[src/sv/assert_macros.svh]
// Assertion macros shared by the supervisor RTL.
// No dependencies; include by bare file name inside a module body.
`ifndef ASSERT_MACROS_SVH
`define ASSERT_MACROS_SVH

// Same-cycle implication, disabled during reset.
`define ASSERT_IMPLIES(name, clk, rst, ante, cons) \
  name: assert property (@(posedge clk) disable iff (rst) (ante) |-> (cons)) \
    else $error("implication check failed");

// Next-cycle implication, disabled during reset.
`define ASSERT_NEXT(name, clk, rst, ante, cons) \
  name: assert property (@(posedge clk) disable iff (rst) (ante) |=> (cons)) \
    else $error("next-cycle check failed");

`endif

[src/sv/cds_pkg.sv]
// Types and constants for the cycle deadline supervisor.
// No dependencies; used by the channel interfaces and all modules.
package cds_pkg;

  localparam int SecW  = 31;
  localparam int NsecW = 30;
  localparam int TimeW = 32;
  localparam int CntW  = 32;
  localparam int ActW  = 2;
  localparam int CfgW  = 31;

  typedef logic [SecW-1:0]  sec_t;
  typedef logic [NsecW-1:0] nsec_t;
  typedef logic [TimeW-1:0] abs_sec_t;
  typedef logic [CntW-1:0]  cnt_t;
  typedef logic [ActW-1:0]  act_t;
  typedef logic [CfgW-1:0]  cfg_data_t;

  localparam logic [NsecW:0] NsPerSec    = 31'd1000000000;
  localparam logic [NsecW:0] TwoNsPerSec = 31'd2000000000;
  localparam sec_t           SecMax      = 31'h7FFF_FFFF;
  localparam nsec_t          NsecMax     = 30'd999999999;

  typedef enum logic [1:0] {
    REG_LIMIT_SEC  = 2'd0,
    REG_LIMIT_NSEC = 2'd1,
    REG_ACTION     = 2'd2
  } cfg_reg_e;

  typedef struct packed {
    abs_sec_t sec;
    nsec_t    nsec;
  } stamp_t;

  typedef struct packed {
    sec_t     start_sec;
    nsec_t    start_nsec;
    sec_t     stop_sec;
    nsec_t    stop_nsec;
    abs_sec_t now_sec;
    nsec_t    now_nsec;
  } report_t;

  typedef struct packed {
    act_t   action;
    logic   overran;
    logic   delayed_flag;
    logic   timely_flag;
    cnt_t   delays_seen;
    cnt_t   cycles_seen;
    stamp_t delayed_at;
    stamp_t timely_at;
    stamp_t last_overrun;
  } result_t;

endpackage

[src/sv/cds_if.sv]
// Valid/ready channel interfaces: cycle reports in, supervision results out.
// Depends on cds_pkg for field types.
interface cds_report_if;
  logic              valid;
  logic              ready;
  cds_pkg::sec_t     start_sec;
  cds_pkg::nsec_t    start_nsec;
  cds_pkg::sec_t     stop_sec;
  cds_pkg::nsec_t    stop_nsec;
  cds_pkg::abs_sec_t now_sec;
  cds_pkg::nsec_t    now_nsec;

  modport source (output valid, start_sec, start_nsec, stop_sec, stop_nsec, now_sec,
                  now_nsec, input ready);
  modport sink (input valid, start_sec, start_nsec, stop_sec, stop_nsec, now_sec,
                now_nsec, output ready);
endinterface

interface cds_result_if;
  logic              valid;
  logic              ready;
  cds_pkg::act_t     action;
  logic              overran;
  logic              delayed_flag;
  logic              timely_flag;
  cds_pkg::cnt_t     delays_seen;
  cds_pkg::cnt_t     cycles_seen;
  cds_pkg::abs_sec_t delayed_at_sec;
  cds_pkg::nsec_t    delayed_at_nsec;
  cds_pkg::abs_sec_t timely_at_sec;
  cds_pkg::nsec_t    timely_at_nsec;
  cds_pkg::abs_sec_t last_overrun_sec;
  cds_pkg::nsec_t    last_overrun_nsec;

  modport source (output valid, action, overran, delayed_flag, timely_flag, delays_seen,
                  cycles_seen, delayed_at_sec, delayed_at_nsec, timely_at_sec,
                  timely_at_nsec, last_overrun_sec, last_overrun_nsec, input ready);
  modport sink (input valid, action, overran, delayed_flag, timely_flag, delays_seen,
                cycles_seen, delayed_at_sec, delayed_at_nsec, timely_at_sec,
                timely_at_nsec, last_overrun_sec, last_overrun_nsec, output ready);
endinterface

[src/sv/cds_deadline_calc.sv]
// Next deadline: start offset plus allowed delay, normalized and saturated.
// Depends on cds_pkg.
module cds_deadline_calc (
  input  cds_pkg::sec_t  start_sec,
  input  cds_pkg::nsec_t start_nsec,
  input  cds_pkg::sec_t  limit_sec,
  input  cds_pkg::nsec_t limit_nsec,
  output cds_pkg::sec_t  deadline_sec,
  output cds_pkg::nsec_t deadline_nsec
);
  import cds_pkg::*;

  logic [NsecW:0]  ns_sum;
  logic [NsecW:0]  ns_rem;
  logic [1:0]      carry;
  logic [SecW+1:0] sec_sum;

  // Sum of two 30-bit fields stays below 2^31, so at most two carries.
  assign ns_sum = {1'b0, start_nsec} + {1'b0, limit_nsec};

  always_comb begin
    priority if (ns_sum >= TwoNsPerSec) begin
      carry  = 2'd2;
      ns_rem = ns_sum - TwoNsPerSec;
    end else if (ns_sum >= NsPerSec) begin
      carry  = 2'd1;
      ns_rem = ns_sum - NsPerSec;
    end else begin
      carry  = 2'd0;
      ns_rem = ns_sum;
    end
  end

  assign sec_sum = {2'b00, start_sec} + {2'b00, limit_sec} + {{SecW{1'b0}}, carry};

  always_comb begin
    if (sec_sum > {2'b00, SecMax}) begin
      deadline_sec  = SecMax;
      deadline_nsec = NsecMax;
    end else begin
      deadline_sec  = sec_sum[SecW-1:0];
      deadline_nsec = ns_rem[NsecW-1:0];
    end
  end
endmodule

[src/sv/cds_monitor.sv]
// Supervision state: deadline, flags, counters and timestamps, plus the
// per-result action bits. Depends on cds_pkg and cds_deadline_calc.
module cds_monitor (
  input  logic             clk,
  input  logic             rst,
  input  logic             step,
  input  cds_pkg::report_t item,
  input  cds_pkg::sec_t    limit_sec,
  input  cds_pkg::nsec_t   limit_nsec,
  input  cds_pkg::act_t    overrun_action,
  output cds_pkg::result_t res
);
  import cds_pkg::*;

  sec_t   deadline_sec, deadline_sec_next;
  nsec_t  deadline_nsec, deadline_nsec_next;
  logic   delayed, delayed_next;
  logic   timely, timely_next;
  cnt_t   delay_cnt, delay_cnt_next;
  cnt_t   cycle_cnt;
  stamp_t first_at, first_at_next;
  stamp_t timely_at, timely_at_next;
  stamp_t latest_at, latest_at_next;
  act_t   action;
  logic   overran;
  logic   armed;
  logic   over;
  stamp_t now;

  cds_deadline_calc u_calc (
    .start_sec     (item.start_sec),
    .start_nsec    (item.start_nsec),
    .limit_sec     (limit_sec),
    .limit_nsec    (limit_nsec),
    .deadline_sec  (deadline_sec_next),
    .deadline_nsec (deadline_nsec_next)
  );

  assign now   = '{sec: item.now_sec, nsec: item.now_nsec};
  // A zero deadline (after reset) means nothing to check yet.
  assign armed = (deadline_sec != '0) || (deadline_nsec != '0);
  assign over  = armed && ((item.stop_sec > deadline_sec) ||
                 ((item.stop_sec == deadline_sec) && (item.stop_nsec > deadline_nsec)));

  always_comb begin
    delayed_next   = delayed;
    timely_next    = timely;
    delay_cnt_next = delay_cnt;
    first_at_next  = first_at;
    timely_at_next = timely_at;
    latest_at_next = latest_at;
    if (over) begin
      if (!delayed) begin
        delayed_next  = 1'b1;
        timely_next   = 1'b0;
        first_at_next = now;
      end
      delay_cnt_next = delay_cnt + cnt_t'(1);
      latest_at_next = now;
    end else if (armed && !timely) begin
      timely_next    = 1'b1;
      timely_at_next = now;
    end
  end

  always_ff @(posedge clk) begin
    if (rst) begin
      deadline_sec  <= '0;
      deadline_nsec <= '0;
      delayed       <= 1'b0;
      timely        <= 1'b0;
      delay_cnt     <= '0;
      cycle_cnt     <= '0;
      first_at      <= '0;
      timely_at     <= '0;
      latest_at     <= '0;
      action        <= '0;
      overran       <= 1'b0;
    end else if (step) begin
      deadline_sec  <= deadline_sec_next;
      deadline_nsec <= deadline_nsec_next;
      delayed       <= delayed_next;
      timely        <= timely_next;
      delay_cnt     <= delay_cnt_next;
      cycle_cnt     <= cycle_cnt + cnt_t'(1);
      first_at      <= first_at_next;
      timely_at     <= timely_at_next;
      latest_at     <= latest_at_next;
      action        <= over ? overrun_action : '0;
      overran       <= over;
    end
  end

  // State registers double as the result register: both move only on step.
  assign res = '{action: action, overran: overran, delayed_flag: delayed,
                 timely_flag: timely, delays_seen: delay_cnt, cycles_seen: cycle_cnt,
                 delayed_at: first_at, timely_at: timely_at, last_overrun: latest_at};
endmodule

[src/sv/cycle_deadline_supervisor_core.sv]
// Channel   Dir  Handshake     Word
// report    in   valid/ready   start, stop offsets and current time of one task cycle
// result    out  valid/ready   action, flags, counters and timestamps after that cycle
// cfg       in   cfg_we        limit seconds, limit nanoseconds, overrun action
//
// Two stages: an input register, then the supervision state and result register.
// Result is registered; one word per cycle sustained while result.ready stays high.
// Reset (synchronous, rst high) clears all state, the limits and both valid bits.
// A stalled result holds the state; the input register still fills behind it.
// Depends on cds_pkg, cds_if, cds_monitor, assert_macros.svh.
module cycle_deadline_supervisor_core (
  input  logic               clk,
  input  logic               rst,
  input  logic               cfg_we,
  input  logic [1:0]         cfg_index,
  input  cds_pkg::cfg_data_t cfg_data,
  cds_report_if.sink         report,
  cds_result_if.source       result
);
  import cds_pkg::*;
  `include "assert_macros.svh"

  sec_t    limit_sec;
  nsec_t   limit_nsec;
  act_t    overrun_action;
  logic    in_valid;
  report_t in_item;
  logic    out_valid;
  logic    advance;
  logic    step;
  logic    accept;
  result_t res;

  always_ff @(posedge clk) begin
    if (rst) begin
      limit_sec      <= '0;
      limit_nsec     <= '0;
      overrun_action <= '0;
    end else if (cfg_we) begin
      unique case (cfg_reg_e'(cfg_index))
        REG_LIMIT_SEC:  limit_sec      <= cfg_data[SecW-1:0];
        REG_LIMIT_NSEC: limit_nsec     <= cfg_data[NsecW-1:0];
        REG_ACTION:     overrun_action <= cfg_data[ActW-1:0];
        default: ;
      endcase
    end
  end

  assign advance      = !out_valid || result.ready;
  assign step         = in_valid && advance;
  assign report.ready = !in_valid || advance;
  assign accept       = report.valid && report.ready;

  always_ff @(posedge clk) begin
    if (rst) begin
      in_valid  <= 1'b0;
      out_valid <= 1'b0;
    end else begin
      if (advance) begin
        out_valid <= in_valid;
      end
      if (accept) begin
        in_valid <= 1'b1;
      end else if (advance) begin
        in_valid <= 1'b0;
      end
    end
  end

  always_ff @(posedge clk) begin
    if (accept) begin
      in_item <= '{start_sec: report.start_sec, start_nsec: report.start_nsec,
                   stop_sec: report.stop_sec, stop_nsec: report.stop_nsec,
                   now_sec: report.now_sec, now_nsec: report.now_nsec};
    end
  end

  cds_monitor u_monitor (
    .clk            (clk),
    .rst            (rst),
    .step           (step),
    .item           (in_item),
    .limit_sec      (limit_sec),
    .limit_nsec     (limit_nsec),
    .overrun_action (overrun_action),
    .res            (res)
  );

  assign result.valid             = out_valid;
  assign result.action            = res.action;
  assign result.overran           = res.overran;
  assign result.delayed_flag      = res.delayed_flag;
  assign result.timely_flag       = res.timely_flag;
  assign result.delays_seen       = res.delays_seen;
  assign result.cycles_seen       = res.cycles_seen;
  assign result.delayed_at_sec    = res.delayed_at.sec;
  assign result.delayed_at_nsec   = res.delayed_at.nsec;
  assign result.timely_at_sec     = res.timely_at.sec;
  assign result.timely_at_nsec    = res.timely_at.nsec;
  assign result.last_overrun_sec  = res.last_overrun.sec;
  assign result.last_overrun_nsec = res.last_overrun.nsec;

  `ASSERT_IMPLIES(a_overrun_sets_delayed, clk, rst, result.overran, result.delayed_flag)
  `ASSERT_IMPLIES(a_action_only_on_overrun, clk, rst, result.action != '0, result.overran)
  `ASSERT_NEXT(a_delayed_sticky, clk, rst, result.delayed_flag, result.delayed_flag)
  `ASSERT_NEXT(a_cycle_count_steps, clk, rst, step,
               result.cycles_seen == $past(result.cycles_seen) + 32'd1)
endmodule

[src/flat_wrapper.sv]
// flat-port wrapper written by rule: the top's interface ports become plain ports
module cycle_deadline_supervisor_core_flat import cds_pkg::*;
  (clk, rst, cfg_we, cfg_index, cfg_data, report_valid, report_start_sec, report_start_nsec, report_stop_sec, report_stop_nsec, report_now_sec, report_now_nsec, report_ready, result_valid, result_action, result_overran, result_delayed_flag, result_timely_flag, result_delays_seen, result_cycles_seen, result_delayed_at_sec, result_delayed_at_nsec, result_timely_at_sec, result_timely_at_nsec, result_last_overrun_sec, result_last_overrun_nsec, result_ready);
  cds_report_if report_i ();
  cds_result_if result_i ();
  input  logic clk;
  input  logic rst;
  input  logic cfg_we;
  input  logic [1:0] cfg_index;
  input  cds_pkg::cfg_data_t cfg_data;
  input wire logic [$bits(report_i.valid)-1:0] report_valid;
  input wire logic [$bits(report_i.start_sec)-1:0] report_start_sec;
  input wire logic [$bits(report_i.start_nsec)-1:0] report_start_nsec;
  input wire logic [$bits(report_i.stop_sec)-1:0] report_stop_sec;
  input wire logic [$bits(report_i.stop_nsec)-1:0] report_stop_nsec;
  input wire logic [$bits(report_i.now_sec)-1:0] report_now_sec;
  input wire logic [$bits(report_i.now_nsec)-1:0] report_now_nsec;
  output wire logic [$bits(report_i.ready)-1:0] report_ready;
  output wire logic [$bits(result_i.valid)-1:0] result_valid;
  output wire logic [$bits(result_i.action)-1:0] result_action;
  output wire logic [$bits(result_i.overran)-1:0] result_overran;
  output wire logic [$bits(result_i.delayed_flag)-1:0] result_delayed_flag;
  output wire logic [$bits(result_i.timely_flag)-1:0] result_timely_flag;
  output wire logic [$bits(result_i.delays_seen)-1:0] result_delays_seen;
  output wire logic [$bits(result_i.cycles_seen)-1:0] result_cycles_seen;
  output wire logic [$bits(result_i.delayed_at_sec)-1:0] result_delayed_at_sec;
  output wire logic [$bits(result_i.delayed_at_nsec)-1:0] result_delayed_at_nsec;
  output wire logic [$bits(result_i.timely_at_sec)-1:0] result_timely_at_sec;
  output wire logic [$bits(result_i.timely_at_nsec)-1:0] result_timely_at_nsec;
  output wire logic [$bits(result_i.last_overrun_sec)-1:0] result_last_overrun_sec;
  output wire logic [$bits(result_i.last_overrun_nsec)-1:0] result_last_overrun_nsec;
  input wire logic [$bits(result_i.ready)-1:0] result_ready;
  assign report_i.valid = report_valid;
  assign report_i.start_sec = report_start_sec;
  assign report_i.start_nsec = report_start_nsec;
  assign report_i.stop_sec = report_stop_sec;
  assign report_i.stop_nsec = report_stop_nsec;
  assign report_i.now_sec = report_now_sec;
  assign report_i.now_nsec = report_now_nsec;
  assign report_ready = report_i.ready;
  assign result_valid = result_i.valid;
  assign result_action = result_i.action;
  assign result_overran = result_i.overran;
  assign result_delayed_flag = result_i.delayed_flag;
  assign result_timely_flag = result_i.timely_flag;
  assign result_delays_seen = result_i.delays_seen;
  assign result_cycles_seen = result_i.cycles_seen;
  assign result_delayed_at_sec = result_i.delayed_at_sec;
  assign result_delayed_at_nsec = result_i.delayed_at_nsec;
  assign result_timely_at_sec = result_i.timely_at_sec;
  assign result_timely_at_nsec = result_i.timely_at_nsec;
  assign result_last_overrun_sec = result_i.last_overrun_sec;
  assign result_last_overrun_nsec = result_i.last_overrun_nsec;
  assign result_i.ready = result_ready;
  cycle_deadline_supervisor_core u_core (.clk(clk), .rst(rst), .cfg_we(cfg_we), .cfg_index(cfg_index), .cfg_data(cfg_data), .report(report_i), .result(result_i));
endmodule
[config.mk]
export PLATFORM = sky130hd
export DESIGN_NAME = cycle_deadline_supervisor_core_flat
export DESIGN_NICKNAME = d
export VERILOG_FILES = /design/src/sv/cds_pkg.sv /design/src/sv/cds_if.sv /design/src/sv/cds_deadline_calc.sv /design/src/sv/cds_monitor.sv /design/src/sv/cycle_deadline_supervisor_core.sv /design/src/flat_wrapper.sv
export VERILOG_INCLUDE_DIRS = /design/src /design/src/sv
export SDC_FILE = /design/constraint.sdc
export NUM_CORES = 1
export LEC_CHECK = 0
export ABC_CLOCK_PERIOD_IN_PS = 8600
export BUFFER_PORTS_ARGS = -buffer_cell sky130_fd_sc_hd__buf_2
export CELL_PAD_IN_SITES_DETAIL_PLACEMENT = 1
export CELL_PAD_IN_SITES_GLOBAL_PLACEMENT = 1
export CORE_AREA = 2 2 214 300
export CTS_CLUSTER_SIZE = 24
export DETAILED_ROUTE_END_ITERATION = 10
export DIE_AREA = 0 0 216 302
export GPL_ROUTABILITY_DRIVEN = 1
export PLACE_DENSITY_LB_ADDON = 0.1
export SLEW_MARGIN = 20
export SYNTH_ARGS = -nofsm -noshare
export SYNTH_HDL_FRONTEND = slang
export SYNTH_SLANG_ARGS = --single-unit
[constraint.sdc]
create_clock -name clk -period 8.6 [get_ports clk]
set_clock_uncertainty 0.05 [all_clocks]
set_input_delay 1.72 -clock clk [delete_from_list [all_inputs] [get_ports clk]]
set_output_delay 1.72 -clock clk [all_outputs]
set_load 0.05 [all_outputs]
==> results.yml, run 1 <==
outcome:
  status: "finished clean"
synthesis:
  ys_types: 95
  synth-main-ff-cell: "dfxtp_1"
  yosysMostFrequentCell: "nand2_1"
  synthCells: 2802
  synth_top_area_share_pct: 28.7
  synth-warning-count: 0
  yosysTopAreaCell: "dfxtp_1"
  ys_seq_elements: 565
  synthesis.nets: 3159
  ys_async_sr_fraction_pct: 0
  netlist_area_mm2: 0.0266
  synthTopCellsByCount: "nand2_1, dfxtp_1, a21oi_1"
  synth-edff-count: 184
  synth-seq-area-share_pct: 49.5
  ys_top_cells_by_area: "dfxtp_1, edfxtp_1, ha_1"
  syn_avg_cell_area_um2: 9.49
final_layout:
  fin_nets: 3567
  final_layout_size_suffix_gt1_share_pct: 19.9
  regArea_mm2: 0.0132
  nFillCells: 7282
  multiInputGateArea_mm2: 0.0125
  fin_util_pct: 50.3
  syn2layout_area_growth_pct: 18.7
  post-route-cell-area_mm2: 0.0316
drt:
  drtIter0Drc: 1104
  drc: 0
  totalWireLength_mm: 94.1
  antenna_left: 0
  num_vias: 23000
  drt-vias-per-instance: 5.62
  wire_per_inst_um: 22.9
  dr.pass1.iters: 5
setup_path:
  critPathLaunchType: "flop"
  cp.required_ns: 9.06
  cp_max_fo: 22
  cp.arrival_ns: 7.76
  path_class: "flop to flop"
  cp-end-kind: "flop"
grt:
  grt_antenna_before_repair: 23
  overflow: 0
  grt_pass1_vias: 24800
  grt_pass1_wl_mm: 144
  grt_max_degree: 234
  grt_use_total_pct: 28.3
sta:
  timing.final.crit_share_pct: 84.9
  rsz0062_at_grt: "no"
  hold_viol_final: 0
  timing.final.crit_period_ns: 7.30
  drv_slew: 0
  tightest_slew_ns: 1.08
  timing.fmax_mhz: 137
  slew_headroom_pct: 27.4
  setup_violations: 0
  fin_tns_setup_ns: 0
die:
  die_h_um: 302
  dieArea_mm2: 0.0652
  ios: 479
  initial_core_util_pct: 42.4
  rows: 109
  die_w_um: 216
  core_mm2: 0.0627
clocking:
  cts.sinks: 565
  cts_setup_buffers: 0
  clk_latency_ns: 0.64
  cts_max_level: 2
  ctsHoldBuffers: 0
  tritoncts: "built"
  clock_path_buffers: 3
  cts-resized-gates: 0
  clkTransAtPathRegs_ns: 0.06
  cts_made_buffers: 56
  cts_root_buffer: "clkbuf_16"
placed_design:
  gp_congestion: 0.901
  dp_hpwl_mm: 70.4
  placed_area_mm2: 0.0297
  portBuffers: 478
worst_hold_path:
  hold_path_class: "flop to flop"
pwr:
  ir_drop_mv: 0.168
  p_leak_nw: 13.2
  power.density_mw_per_mm2: 205
job:
  max_cap_viol_count: 0
power by group:
group          switching, W  total (W)  internal, W
registers         0.0000768    0.00297      0.00289
logic              0.000681   0.000985     0.000303
clock network       0.00111    0.00252      0.00141
worst max-delay path: stages, from the launching register on:
cell and delay [ns]:
edfxtp_1 0.40, ha_1 0.41, a21o_1 0.27, o32ai_1 0.35
a31oi_1 0.09, xnor2_1 0.56, o21ai_0 0.35, a211o_1 0.37
a311oi_2 0.32, nor3_1 0.14, o211ai_2 0.20, inv_1 0.17
nor2_1 0.32, ha_1 0.25, a21oi_1 0.07, nor2_1 0.18
nand3_1 0.18, nor4_1 0.48, and3_1 0.29, and4bb_1 0.28
and4_1 0.24, and4_1 0.22, o21a_1 0.25, buf_4 0.32
a21oi_1 0.07, a2111oi_1 0.33
routing by layer:
metal	GRT usage (%)	vias to the layer above	part of all wire, %
li1	-	10900	-
met1	30.8	11300	38
met2	49.9	578	49
met3	8.74	204	7.1
met4	14.2	18	5.6
met5	0	-	0.12
cells by family (layout without fill, tap and decap cells):
family | count (synthesis) | in the layout | synth area share [%]
and+or+nand+nor | 949 | 949 | 16.5
other | 0 | 11 | 0
DFF | 565 | 565 | 49.5
muxes | 73 | 73 | 2.76
AOI/OAI and AO/OA | 716 | 716 | 17.4
adders and majority gates | 135 | 135 | 6.44
xor gates and xnor gates | 115 | 115 | 3.79
buffers and inverters | 249 | 705 | 3.69
per-stage QoR:
| step | worst slack [ns] | hold WS (ns) | std cells | power [W] |
|---|---|---|---|---|
| floorplan | 1.56 | 0.390 | 2802 | 0.00367 |
| global placement | 1.69 | 0.390 | 3983 | 0.00397 |
| detailed placement | 1.31 | 0.397 | 3983 | 0.00400 |
| CTS | 1.25 | 0.406 | 4089 | 0.00653 |
| global route | 0.775 | 0.426 | 4096 | 0.00673 |
| finish | 1.30 | 0.405 | 4101 | 0.00647 |
cell usage in the layout (no fill, tap or decap), types with 63 or more instances in the layout:
| cell | Yosys | routed |
|---|---|---|
| buf_2 | 20 | 477 |
| nand2_1 | 418 | 418 |
| dfxtp_1 | 381 | 380 |
| a21oi_1 | 287 | 287 |
| nor2_1 | 199 | 198 |
| edfxtp_1 | 184 | 184 |
| ha_1 | 132 | 132 |
| o21ai_0 | 130 | 129 |
| inv_1 | 99 | 99 |
| mux2i_1 | 70 | 70 |
| xnor2_1 | 63 | 63 |
final cells by class:
class | count | share of cell area, %
timing repair buffer | 500 | 8.21
clock buffer | 71 | 4.81
sequential | 565 | 41.7
tap | 832 | 3.30
inverter | 99 | 1.18
multi-input combinational | 1988 | 39.6
clock inverter | 35 | 1.11
antenna | 11 | 0.0872
state kept, by name, summed over array words and instances, names as in the netlist, 30 cells and up:
register,count
u_core.u_monitor.delay_cnt,32
u_core.u_monitor.res,186
u_core.u_monitor.deadline_nsec,30
u_core.limit_nsec,30
u_core.u_monitor.deadline_sec,31
u_core.in_item,184
u_core.u_monitor.cycle_cnt,32
u_core.limit_sec,31
path summary, 6_finish.rpt:
check | from | to | slack [ns] | cells after the start
worst min register to register | u_core.u_monitor.res[11]$_SDFFE_PP0P_ | u_core.u_monitor.res[11]$_SDFFE_PP0P_ | 0.40 | 2
worst max-delay path | u_core.in_item[132]$_DFFE_PP_ | u_core.u_monitor.deadline_nsec[12]$_SDFFE_PP0P_ | 1.30 | 25
worst min-delay path | u_core.u_monitor.res[11]$_SDFFE_PP0P_ | u_core.u_monitor.res[11]$_SDFFE_PP0P_ | 0.40 | 2
worst max register to register | u_core.in_item[132]$_DFFE_PP_ | u_core.u_monitor.deadline_nsec[12]$_SDFFE_PP0P_ | 1.30 | 25
Note: power is estimated with default switching activity, not from simulation.
==> inputs of run 2 (changes only) <==
ABC_AREA = 1   (was unset)
ABC_CLOCK_PERIOD_IN_PS = 6700   (was 8600)
CORE_AREA = 2 2 236 332   (was 2 2 214 300)
DIE_AREA = 0 0 238 334   (was 0 0 216 302)
clock period = 6.7 ns   (was 8.6 ns; I/O delays follow)
==> run 2 against run 1 <==
  * Synthesized cell count up 34%
  * Sequential share of layout area decreased by 3.2 points
  * Critical path depth is 17 higher
  * Final cell count grew 27%
  * Core utilization fell by 5.9 points
  * First-iteration DRC count up 3.4%
==> results.yml, run 2 <==
clocking:
  clk_latency_ns: 0.66
  cts_max_level: 2
  ctsHoldBuffers: 0
  cts.sinks: 565
  cts_setup_buffers: 0
  tritoncts: "built"
  clock_path_buffers: 3
  cts-resized-gates: 0
  cts_root_buffer: "clkbuf_16"
  cts_made_buffers: 58
  clkTransAtPathRegs_ns: 0.07
synthesis:
  synth_compound_area_share_pct: 10.8
  synth-warning-count: 0
  synth-edff-count: 184
  synth-seq-area-share_pct: 45.6
  ys_top_cells_by_area: "dfxtp_1, edfxtp_1, nand2_1"
  synthCells: 3755
  synthTopCellsByCount: "nand2_1, nor2_1, dfxtp_1"
  synthesis.nets: 4112
  synth-main-ff-cell: "dfxtp_1"
  synth_mux_area_share_pct: 0
  ys_async_sr_fraction_pct: 0
  yosysMostFrequentCell: "nand2_1"
  synthAdderAreaFrac_pct: 5.93
  yosysTopAreaCell: "dfxtp_1"
  synth-simple-area-share_pct: 28.3
  synth_xor_area_share_pct: 2.42
  synth_top_family_by_area: "simple AND/OR/NAND/NOR gates"
  synth_top_area_share_pct: 26.4
  netlist_area_mm2: 0.0289
  ys_seq_elements: 565
  ys_types: 53
  syn_avg_cell_area_um2: 7.69
sta:
  timing.final.crit_share_pct: 89.2
  drv_slew: 0
  hold_viol_final: 0
  fin_tns_setup_ns: 0
  slew_headroom_pct: 29.4
  timing.fmax_mhz: 167
  timing.final.crit_period_ns: 5.98
  rsz0062_at_grt: "no"
  tightest_slew_ns: 1.06
  setup_violations: 0
job:
  max_cap_viol_count: 0
final_layout:
  largest_reg_flops: 186
  fin_nets: 4531
  final_layout_size_suffix_gt1_share_pct: 16.9
  nFillCells: 9657
  layout_commonest_cell: "nand2_1"
  multiInputGateArea_mm2: 0.0137
  post-route-cell-area_mm2: 0.0342
  regArea_mm2: 0.0132
  final_cell_mix: "nand2_1, buf_2, nor2_1"
  syn2layout_area_growth_pct: 18.3
drt:
  wire_per_inst_um: 21.0
  num_vias: 27000
  totalWireLength_mm: 110
  drt-vias-per-instance: 5.17
  antenna_left: 0
  dr.pass1.iters: 5
  drtIter0Drc: 1141
  drc: 0
setup_path:
  critPathLaunchType: "flop"
  cp.required_ns: 7.21
  path_class: "flop to flop"
  path_delay_family: "simple AND/OR/NAND/NOR gates"
  path_buf_inv: 9
  cp-end-kind: "flop"
  crit_start: "u_core.in_item[132]$_DFFE_PP_"
  cp_max_fo: 48
  r2r-start: "u_core.in_item[132]$_DFFE_PP_"
  cp.arrival_ns: 6.49
  slowest_stage: "xnor2_1"
  max_stage_delay_ns: 0.59
grt:
  grt_antenna_before_repair: 37
  grt_pass1_vias: 28500
  overflow: 0
  grt_use_total_pct: 27.2
  grt_max_degree: 101
  grt_pass1_wl_mm: 167
die:
  dieArea_mm2: 0.0795
  die_w_um: 238
  ios: 479
  rows: 121
  die_h_um: 334
  core_mm2: 0.0769
  initial_core_util_pct: 37.5
placed_design:
  placed_area_mm2: 0.0322
  portBuffers: 478
  gp_congestion: 0.930
  dp_hpwl_mm: 83.8
outcome:
  status: "finished clean"
worst_hold_path:
  hp-start: "u_core.u_monitor.res[41]$_SDFFE_PP0P_"
  hold_path_class: "flop to flop"
pwr:
  ir_drop_mv: 0.220
  power.density_mw_per_mm2: 262
  p_leak_nw: 15.1
## run 2: routing by layer
layer  track usage [%]  vias to the layer above  wire (um)
met1              29.8                    13000      42800
met5                 0                        -        294
met3              5.41                      215       4940
met2              51.4                      491      57500
li1                  -                    13300          -
met4              9.83                       46       4000
## run 2: worst paths after layout
path | to | slack (ns) | depth (start not counted)
min | u_core.u_monitor.res[41]$_SDFFE_PP0P_ | 0.41 | 2
max reg2reg | u_core.u_monitor.deadline_sec[24]$_SDFFE_PP0P_ | 0.72 | 42
max | u_core.u_monitor.deadline_sec[24]$_SDFFE_PP0P_ | 0.72 | 42
min reg2reg | u_core.u_monitor.res[41]$_SDFFE_PP0P_ | 0.41 | 2
## run 2: tightest hold or removal path, cell delays in order, from the launching register on
cell,delay (ns)
dfxtp_1,0.31
nand2_1,0.06
a21oi_1,0.05
## run 2: final cells by class
class | instances | area share, %
Antenna cell | 13 | 0.0952
Clock buffer | 86 | 4.97
Clock inverter | 24 | 0.813
Inverter | 385 | 4.28
Multi-Input combinational cell | 2665 | 40.1
Sequential cell | 565 | 38.5
Tap cell | 984 | 3.60
Timing Repair Buffer | 499 | 7.59
## run 2: cells by family after synthesis
kind of cell | count (synthesis)
simple gates | 1862
xor+xnor | 76
buf+inv | 525
flops | 565
compound gates | 592
fa+ha+maj | 135
## run 2: where the power goes
part           switching, W  internal, W  leakage (nW)
clock network       0.00149      0.00189         0.959
registers          0.000120      0.00373          4.90
logic               0.00126     0.000465          9.19
total               0.00286      0.00608          15.1
## run 2: through the flow
step / utilization (%) / total power, W / std cells / hold WS (ns) / setup slack [ns]
global placement: 41.8 / 0.00564 / 5098 / 0.396 / 0.899
floorplan: - / 0.00506 / 3755 / 0.407 / 0.638
detailed placement: 41.8 / 0.00566 / 5098 / 0.401 / 0.673
global route: 44.4 / 0.00934 / 5218 / 0.425 / 0.0947
CTS: 44.4 / 0.00905 / 5208 / 0.412 / 0.640
finish: 44.4 / 0.00895 / 5221 / 0.408 / 0.722
